==> config.mk <==
export PLATFORM = sky130hd
export DESIGN_NAME = base64_stream_decoder
export DESIGN_NICKNAME = d
export VERILOG_FILES = /design/src/rtl/bsd_pkg.sv /design/src/rtl/bsd_decode.sv /design/src/rtl/base64_stream_decoder.sv
export SDC_FILE = /design/constraint.sdc
export NUM_CORES = 1
export LEC_CHECK = 0
export BUFFER_PORTS_ARGS = -buffer_cell sky130_fd_sc_hd__buf_4
export CORE_MARGIN = 3
export CORE_UTILIZATION = 50
export CTS_BUF_LIST = sky130_fd_sc_hd__clkbuf_16
export CTS_CLUSTER_DIAMETER = 100
export DETAILED_ROUTE_END_ITERATION = 7
export GPL_TIMING_DRIVEN = 0
export MAX_ROUTING_LAYER = met4
export PLACE_DENSITY_LB_ADDON = 0.08
export SLEW_MARGIN = 0
export SYNTH_ARGS = -nofsm -noshare
export SYNTH_HDL_FRONTEND = slang
export SYNTH_SLANG_ARGS = --single-unit
==> constraint.sdc <==
create_clock -name clk -period 10.55 [get_ports clk]
set_input_delay 0.5275 -clock clk [delete_from_list [all_inputs] [get_ports clk]]
set_output_delay 0.5275 -clock clk [all_outputs]
set_load 0.05 [all_outputs]
==> src/rtl/bsd_pkg.sv <==
package bsd_pkg;

  localparam logic [7:0] PAD_CHAR = 8'h3D;

  localparam logic [2:0] ST_OK      = 3'd0;
  localparam logic [2:0] ST_INVALID = 3'd1;
  localparam logic [2:0] ST_LENGTH  = 3'd2;
  localparam logic [2:0] ST_PADDING = 3'd3;
  localparam logic [2:0] ST_TRAIL   = 3'd4;

  typedef struct packed {
    logic [7:0] char_code;
    logic       last_char;
  } char_item_t;

  typedef struct packed {
    logic [7:0] data_byte;
    logic       byte_valid;
    logic       run_last;
    logic       message_end;
    logic [2:0] status;
  } res_item_t;

  typedef struct packed {
    logic [17:0] acc;
    logic [1:0]  grp;
    logic [1:0]  pad;
    logic        discarding;
  } dec_state_t;

  // Up to three results made by one character, oldest in entry 0.
  typedef struct packed {
    logic [1:0]          count;
    res_item_t [2:0]     items;
  } res_set_t;

  // Returns {not_in_alphabet, sextet}.
  function automatic logic [6:0] sextet_of(input logic [7:0] c);
    logic [6:0] r;
    r = 7'h40;
    if (c >= 8'h41 && c <= 8'h5A) begin
      r = {1'b0, 6'(c - 8'h41)};
    end else if (c >= 8'h61 && c <= 8'h7A) begin
      r = {1'b0, 6'(c - 8'h61 + 8'd26)};
    end else if (c >= 8'h30 && c <= 8'h39) begin
      r = {1'b0, 6'(c - 8'h30 + 8'd52)};
    end else if (c == 8'h2B) begin
      r = {1'b0, 6'd62};
    end else if (c == 8'h2F) begin
      r = {1'b0, 6'd63};
    end
    return r;
  endfunction

endpackage

==> src/rtl/bsd_decode.sv <==
module bsd_decode (
  input  bsd_pkg::dec_state_t state,
  input  bsd_pkg::char_item_t item,
  output bsd_pkg::dec_state_t state_next,
  output bsd_pkg::res_set_t   results
);
  import bsd_pkg::*;

  logic [6:0]  map;
  logic [23:0] word;
  logic [7:0]  b0, b1, b2;
  logic [1:0]  nb;
  logic [1:0]  n;
  logic        err;
  logic [2:0]  err_status;
  dec_state_t  upd;

  assign map  = sextet_of(item.char_code);
  assign word = {state.acc, map[5:0]};

  // Character handling proper, before the end-of-message checks.
  always_comb begin
    upd        = state;
    nb         = 2'd0;
    b0         = 8'h00;
    b1         = 8'h00;
    b2         = 8'h00;
    err        = 1'b0;
    err_status = ST_OK;
    if (item.char_code == PAD_CHAR) begin
      if (state.grp == 2'd0 && state.pad != 2'd0) begin
        err        = 1'b1;
        err_status = ST_PADDING;
      end else if (state.grp < 2'd2) begin
        err        = 1'b1;
        err_status = ST_LENGTH;
      end else if (state.grp == 2'd2) begin
        upd.acc = {state.acc[11:0], 6'd0};
        upd.pad = 2'd1;
        upd.grp = 2'd3;
      end else if (state.pad == 2'd1) begin
        if (state.acc[9:6] != 4'h0) begin
          err        = 1'b1;
          err_status = ST_TRAIL;
        end else begin
          b0      = state.acc[17:10];
          nb      = 2'd1;
          upd.pad = 2'd2;
          upd.grp = 2'd0;
          upd.acc = '0;
        end
      end else begin
        if (state.acc[1:0] != 2'b00) begin
          err        = 1'b1;
          err_status = ST_TRAIL;
        end else begin
          b0      = state.acc[17:10];
          b1      = state.acc[9:2];
          nb      = 2'd2;
          upd.pad = 2'd1;
          upd.grp = 2'd0;
          upd.acc = '0;
        end
      end
    end else begin
      if (map[6] || state.pad != 2'd0) begin
        err        = 1'b1;
        err_status = ST_INVALID;
      end else if (state.grp == 2'd3) begin
        b0      = word[23:16];
        b1      = word[15:8];
        b2      = word[7:0];
        nb      = 2'd3;
        upd.grp = 2'd0;
        upd.acc = '0;
      end else begin
        upd.acc = word[17:0];
        upd.grp = state.grp + 2'd1;
      end
    end
    if (!err && item.last_char && upd.grp != 2'd0) begin
      err        = 1'b1;
      err_status = ST_LENGTH;
    end
  end

  always_comb begin
    results.items = '0;
    results.items[0].data_byte = b0;
    results.items[1].data_byte = b1;
    results.items[2].data_byte = b2;
    results.items[0].byte_valid = (nb >= 2'd1);
    results.items[1].byte_valid = (nb >= 2'd2);
    results.items[2].byte_valid = (nb == 2'd3);
    state_next = upd;
    n = nb;
    if (state.discarding) begin
      results.items = '0;
      n = 2'd0;
      state_next = state;
      if (item.last_char) begin
        state_next = '0;
      end
    end else if (err) begin
      // An error result carries no byte; the state restarts and later
      // characters are dropped unless this one closes the message.
      results.items = '0;
      results.items[0].message_end = 1'b1;
      results.items[0].status      = err_status;
      n = 2'd1;
      state_next = '0;
      state_next.discarding = !item.last_char;
    end else if (item.last_char) begin
      state_next = '0;
      if (nb == 2'd0) begin
        results.items[0].message_end = 1'b1;
        n = 2'd1;
      end else begin
        results.items[nb - 2'd1].message_end = 1'b1;
      end
    end
    if (n != 2'd0) begin
      results.items[n - 2'd1].run_last = 1'b1;
    end
    results.count = n;
  end

endmodule

==> src/rtl/base64_stream_decoder.sv <==
// An accepted character is held in the input register until the queue has room;
// its results are then written to the result queue and offered on res_item.
// Throughput: one character per cycle; four characters give at most three
// bytes, drained one per cycle while not stalled from an eight-entry result
// queue, which stops taking characters when fewer than three entries are free.
// Reset (rst, synchronous): empties the queue and input register, clears state.
module base64_stream_decoder #(
  parameter int QDEPTH_LOG2 = 3
) (
  input  logic                clk,
  input  logic                rst,
  input  logic                char_valid,
  output logic                char_stall,
  input  bsd_pkg::char_item_t char_item,
  output logic                res_valid,
  input  logic                res_stall,
  output bsd_pkg::res_item_t  res_item
);
  import bsd_pkg::*;

  localparam int QDEPTH = 1 << QDEPTH_LOG2;

  char_item_t  in_item;
  logic        in_full;
  dec_state_t  state;
  dec_state_t  state_next;
  res_set_t    results;
  logic        advance;
  logic        pop;

  res_item_t                queue [QDEPTH];
  logic [QDEPTH_LOG2-1:0]   wr_ptr;
  logic [QDEPTH_LOG2-1:0]   rd_ptr;
  logic [QDEPTH_LOG2:0]     count;

  bsd_decode u_decode (
    .state      (state),
    .item       (in_item),
    .state_next (state_next),
    .results    (results)
  );

  // Room for the largest burst one character can cause.
  assign advance    = in_full && (count <= (QDEPTH_LOG2 + 1)'(QDEPTH - 3));
  assign char_stall = in_full && !advance;
  assign res_valid  = (count != '0);
  assign res_item   = queue[rd_ptr];
  assign pop        = res_valid && !res_stall;

  always_ff @(posedge clk) begin
    if (rst) begin
      in_full <= 1'b0;
      state   <= '0;
      wr_ptr  <= '0;
      rd_ptr  <= '0;
      count   <= '0;
    end else begin
      if (char_valid && !char_stall) begin
        in_full <= 1'b1;
      end else if (advance) begin
        in_full <= 1'b0;
      end
      if (advance) begin
        state  <= state_next;
        wr_ptr <= wr_ptr + QDEPTH_LOG2'(results.count);
      end
      if (pop) begin
        rd_ptr <= rd_ptr + QDEPTH_LOG2'(1);
      end
      count <= count + (advance ? (QDEPTH_LOG2 + 1)'(results.count) : '0)
                     - (QDEPTH_LOG2 + 1)'(pop);
    end
  end

  always_ff @(posedge clk) begin
    if (char_valid && !char_stall) begin
      in_item <= char_item;
    end
    if (advance) begin
      for (int i = 0; i < 3; i++) begin
        if (2'(i) < results.count) begin
          queue[wr_ptr + QDEPTH_LOG2'(i)] <= results.items[i];
        end
      end
    end
  end

endmodule

==> results of run 1 <==
==> layer usage <==
metal  wire (um)  vias up  track usage (%)
met2       12900      326             43.9
li1            -     3240                -
met3        2030       52             4.89
met4         636        0             8.48
met1       11800     3556             39.2
met5           0        -                -
==> final cells by class <==
| class | count | area, um2 | area share, % |
|---|---|---|---|
| Sequential cell | 158 | 4370 | 42.6 |
| Buffer | 74 | 295 | 2.88 |
| Multi-Input combinational cell | 574 | 4430 | 43.2 |
| Tap cell | 225 | 282 | 2.74 |
| Clock buffer | 17 | 425 | 4.15 |
| Clock inverter | 15 | 135 | 1.32 |
| Inverter | 28 | 105 | 1.02 |
| Timing Repair Buffer | 28 | 210 | 2.05 |
==> logic make-up after synthesis <==
logic type | synth area share (%)
and+or+nand+nor | 12.9
AOI/OAI and AO/OA | 11.8
DFF | 47.5
muxes | 19.0
buffers and inverters | 4.35
adders and majority gates | 3.42
xor gates and xnor gates | 1.05
==> worst register-to-register path, stage by stage, from the launching register on <==
cell	delay, ns
edfxtp_1	0.48
inv_1	0.19
ha_1	0.31
a21oi_1	0.15
a41oi_1	0.09
a221oi_2	0.57
o21ai_1	0.22
a311o_1	0.46
o21a_1	0.20
buf_2	0.20
nor4_4	0.78
clkbuf_1	0.67
a21oi_1	0.10
nand2_1	0.81
==> metrics by stage <==
step | utilization [%] | cells | hold slack [ns] | total power [W]
floorplan | - | 834 | 0.441 | 0.00112
global placement | 54.9 | 1087 | 0.454 | 0.00125
detailed placement | 54.9 | 1087 | 0.458 | 0.00126
CTS | 58.1 | 1119 | 0.259 | 0.00186
global route | 58.1 | 1119 | 0.256 | 0.00193
finish | 58.1 | 1119 | 0.266 | 0.00185
==> cells in the mapped netlist (3+ instances only) <==
| master | count | area share, % |
|---|---|---|
| nand2b_1 | 6 | 0.41 |
| mux4_2 | 28 | 6.8 |
| a31oi_1 | 3 | 0.20 |
| nor3b_2 | 3 | 0.41 |
| ha_1 | 22 | 3.0 |
| a21oi_1 | 48 | 2.6 |
| a22oi_1 | 6 | 0.49 |
| a22o_1 | 12 | 1.1 |
| clkbuf_1 | 49 | 2.0 |
| buf_2 | 8 | 0.43 |
| inv_1 | 24 | 0.98 |
| edfxtp_1 | 121 | 39 |
| or3_1 | 9 | 0.61 |
| o311ai_0 | 3 | 0.29 |
| xnor2_1 | 7 | 0.67 |
| xor2_1 | 4 | 0.38 |
| nor4_1 | 8 | 0.54 |
| a31o_2 | 3 | 0.29 |
| o21a_1 | 3 | 0.24 |
| nor2_1 | 47 | 1.9 |
| nor3_1 | 22 | 1.2 |
| mux2_2 | 14 | 1.7 |
| o211ai_1 | 5 | 0.41 |
| dfxtp_1 | 37 | 8.0 |
| nand2_1 | 50 | 2.0 |
| and2_1 | 10 | 0.68 |
| a21o_1 | 3 | 0.24 |
| mux2i_1 | 96 | 10 |
| or4_1 | 4 | 0.33 |
| o21ai_0 | 52 | 2.8 |
| buf_1 | 15 | 0.61 |
| a32oi_1 | 3 | 0.29 |
| nand3_1 | 51 | 2.8 |
| inv_2 | 3 | 0.12 |
| nor2b_1 | 10 | 0.68 |
==> power breakdown <==
group          internal, W  leakage, nW  switching, W
clock             0.000328        0.272      0.000276
combinational     0.000193         2.19      0.000334
sequential        0.000702         1.32     0.0000163
==> state kept, by name (all words and copies together) (netlist names), named ones only <==
name	count
wr_ptr	3
count	4
rd_ptr	3
in_full	1
state	23
queue	112
in_item	9
==> path summary, 6_finish.rpt <==
check | endpoint | slack, ns | cells after the start | from
hold / removal | in_item[5] | 0.27 | 1 | char_item[5]
setup / recovery | queue[4][9] | 4.93 | 13 | in_item[3]
hold reg to reg | state[21] | 0.49 | 1 | state[21]
setup reg to reg | queue[4][9] | 4.93 | 13 | in_item[3]
==> flow_metrics.tcl, run 1 <==
set metrics [dict create \
    status "completed" \
    p_per_area_nw_per_um2 180 \
    ios 29 \
    grt_usage_pct 28.6 \
    die-area_um2 20100 \
    path_buf_inv 3 \
    grt_pass1_wl_mm 41.9 \
    cp_common_cell "a21oi_1" \
    antenna_found_initial 0 \
    hold_viol 0 \
    yosysSeqAreaShare_pct 47.5 \
    worst_ep_required_time_ns 10.60 \
    drv_cap 0 \
    cts_hold_buf 0 \
    ys_ff_latch 158 \
    syn_to_final_growth_pct 11.4 \
    fmax_mhz 178 \
    ant_nets 0 \
    gp_congestion 0.928 \
    post-place-ws_ns 5.16 \
    wl_per_cell_um 24.4 \
    final_common_cell "edfxtp_1" \
    htreeDepth 4 \
    cts_resized 0 \
    num_vias 7174 \
    fin_crit_ns 5.62 \
    core_area_um2 17700 \
    finalInstanceArea_um2 10300 \
    path_cells "inv_1 > ha_1 > a21oi_1 > a41oi_1 > a221oi_2 > o21ai_1 > a311o_1 > o21a_1 > buf_2 > nor4_4 > clkbuf_1 > a21oi_1 > nand2_1" \
    die_y_um 142 \
    cts_tree "yes" \
    ys_warn_count 0 \
    place_hpwl_mm 18.9 \
    clkTransAtPathRegs_ns 0.07 \
    startpoint_type "flop" \
    start_util_pct 52.1 \
    clockRootBuffer "clkbuf_16" \
    synth_edf_count 121 \
    port_buffers 28 \
    synth_nets 871 \
    fin_ws_ns 4.93 \
    rows 48 \
    rsz0062_at_grt "false" \
    first_global_vias 7028 \
    placed_area_um2 9700 \
    gr-total-overflow 0 \
    grt_max_degree 17 \
    worst-endpoint-arrival_ns 5.67 \
    fin_skew_ns 0.00698 \
    worstSetupEndpointType "flop" \
    report.final.slew_viol_count 0 \
    cpPeakStageDelay_ns 0.81 \
    synth_flop_cell "edfxtp_1" \
    clock_sinks 158 \
    finalSetupTns_ns 0 \
    netlist-cell-type-count 67 \
    setup_viol 0 \
    viasPerCell 6.41 \
    final_cell_mix "edfxtp_1 (121), mux2i_1 (96), o21ai_0 (52)" \
    syn_avg_cell_area_um2 11.0 \
    min_path_type "primary input to flop" \
    crit_path_max_fanout 14 \
    drcViolationCount 0 \
    numCtsBuffers 17 \
    cp_slowest_cell "nand2_1" \
    post-cts-setup-buffers 0 \
    antenna_cells 0 \
    tightest_slew_ns 1.17 \
    fin_nets 918 \
    clock_path_buffers 2 \
    drt_iter0_markers 827 \
    syn_area_um2 9210 \
    max-vdd-ir-drop_mv 0.124 \
    clock_latency_ns 0.43 \
    synthArstFlopShare_pct 0 \
    nFillCells 1558 \
    min_period_over_period_pct 53.3 \
    first_pass_iters 7 \
    die_w_um 142 \
    drive_gt1_share_pct 14.4 \
    synthCells 834 \
    finalWirelength_mm 27.4 \
    crit_family "compound AO/OA/AOI/OAI gates" \
    worstSetupPathType "flop to flop" \
    slew_headroom_pct 22.2 \
    p_leak_nw 3.78 \
]
Note: power is estimated with default switching activity, not from simulation.
==> run 2, diff against run 1 <==
- clock period: 10.55 -> 5.7 ns (I/O delays scaled with it)
==> flow_metrics.tcl, run 2 (same netlist as run 1, synthesis figures left out) <==
set metrics [dict create \
    tightest_slew_ns 1.15 \
    status "completed" \
    report.final.slew_viol_count 0 \
    hold_viol 0 \
    gr-total-overflow 0 \
    cp_slowest_cell "nor4_4" \
    gp_congestion 0.928 \
    drcViolationCount 0 \
    worst-endpoint-arrival_ns 5.37 \
    grt_usage_pct 28.6 \
    final_common_cell "edfxtp_1" \
    largest_register_ffs 112 \
    worstSetupPathType "flop to flop" \
    fin_util_pct 58.2 \
    rsz0062_at_grt "false" \
    max-vdd-ir-drop_mv 0.229 \
    die_y_um 142 \
    viasPerCell 6.40 \
    port_buffers 28 \
    clock_latency_ns 0.43 \
    crit_path_max_fanout 14 \
    setup_viol 0 \
    finalSetupTns_ns 0 \
    clkTransAtPathRegs_ns 0.07 \
    min_path_type "primary input to flop" \
    clockRootBuffer "clkbuf_16" \
    cpPeakStageDelay_ns 0.78 \
    fmax_mhz 189 \
    largest-register "queue" \
    layout.cells.non_filler 1119 \
    routed.top_layer "met4" \
    numCtsBuffers 17 \
    antenna_cells 0 \
    fin_crit_ns 5.30 \
    routed-wl-met3_mm 2.17 \
    htreeDepth 4 \
    dp.cells 1087 \
    p_leak_nw 3.78 \
    slew_headroom_pct 23.1 \
    num_vias 7159 \
    first_global_vias 7028 \
    drv_cap 0 \
    core_area_um2 17700 \
    drive_gt1_share_pct 14.8 \
    fin_nets 918 \
    finalWirelength_mm 27.3 \
    drt_iter0_markers 849 \
    cts_tree "yes" \
    syn_to_final_growth_pct 11.5 \
    clock_sinks 158 \
    wl_per_cell_um 24.4 \
    fin_skew_ns 0.00768 \
    die-area_um2 20100 \
    first_pass_iters 5 \
    start_util_pct 52.1 \
    final_cell_mix "edfxtp_1 (121), mux2i_1 (96), o21ai_0 (52)" \
    crit_family "compound AO/OA/AOI/OAI gates" \
    place_hpwl_mm 18.9 \
    wl_met1_mm 11.6 \
    path_cells "inv_1 > ha_1 > a21oi_1 > a41oi_1 > a221oi_2 > o21ai_1 > a311o_1 > o21a_1 > buf_2 > nor4_4 > clkbuf_1 > a21oi_1 > nand2_2" \
    p_per_area_nw_per_um2 333 \
    total_power_w 0.00342 \
    cp_common_cell "a21oi_1" \
    rows 48 \
    post-cts-setup-buffers 0 \
    clock_path_buffers 2 \
    antenna_found_initial 0 \
    grt_pass1_wl_mm 41.9 \
    startpoint_type "flop" \
    ant_nets 0 \
    worst_ep_required_time_ns 5.77 \
    worstSetupEndpointType "flop" \
    grt_max_degree 17 \
    min_period_over_period_pct 93.1 \
    die_w_um 142 \
    top_regs "queue: 112 flops, state: 23 flops, in_item: 9 flops" \
    ios 29 \
    met2_length_mm 12.9 \
    path_buf_inv 3 \
]
run 2: cell counts in the layout (fill, tap and decap cells not counted):
Identical to the previous run, type by type.
run 2: metal layers:
layer | up-vias | track usage [%]
met1 | 3522 | 39.2
met3 | 54 | 4.89
met5 | - | -
li1 | 3236 | -
met2 | 347 | 43.9
met4 | 0 | 8.48
run 2: path summary, 6_finish.rpt:
| path | endpoint | startpoint | depth (start not counted) | slack [ns] |
|---|---|---|---|---|
| setup / recovery | queue[4][9] | in_item[3] | 13 | 0.40 |
| setup reg to reg | queue[4][9] | in_item[3] | 13 | 0.40 |
| hold / removal | in_item[5] | char_item[5] | 1 | 0.02 |
| hold reg to reg | state[21] | state[21] | 1 | 0.49 |
run 2: repair_timing:
item | in CTS | in global routing
setup endpoints to repair | 0 | 31
gates resized for setup | 0 | 3
hold buffers | 0 | 0
run 2: area by class of cell:
type | count | area, um2
Clock inverter | 15 | 135
Multi-Input combinational cell | 574 | 4440
Buffer | 74 | 295
Timing Repair Buffer | 28 | 210
Inverter | 28 | 105
Tap cell | 225 | 282
Fill cell | 1555 | 7390
Sequential cell | 158 | 4370
Clock buffer | 17 | 425
run 2: per-stage QoR:
| stage | hold WS, ns | worst slack, ns | area (um2) |
|---|---|---|---|
| floorplan | 0.384 | 1.59 | 9210 |
| global placement | 0.454 | 0.385 | 9700 |
| detailed placement | 0.458 | 0.308 | 9700 |
| CTS | 0.0164 | 0.271 | 10300 |
| global route | 0.0134 | 0.182 | 10300 |
| finish | 0.0230 | 0.396 | 10300 |
run 2: report_power, final:
group / total, W / internal [W] / switching [W] / leakage (nW)
Combinational: 0.000976 / 0.000357 / 0.000618 / 2.20
Sequential: 0.00133 / 0.00130 / 0.0000302 / 1.32
Clock: 0.00112 / 0.000607 / 0.000512 / 0.272
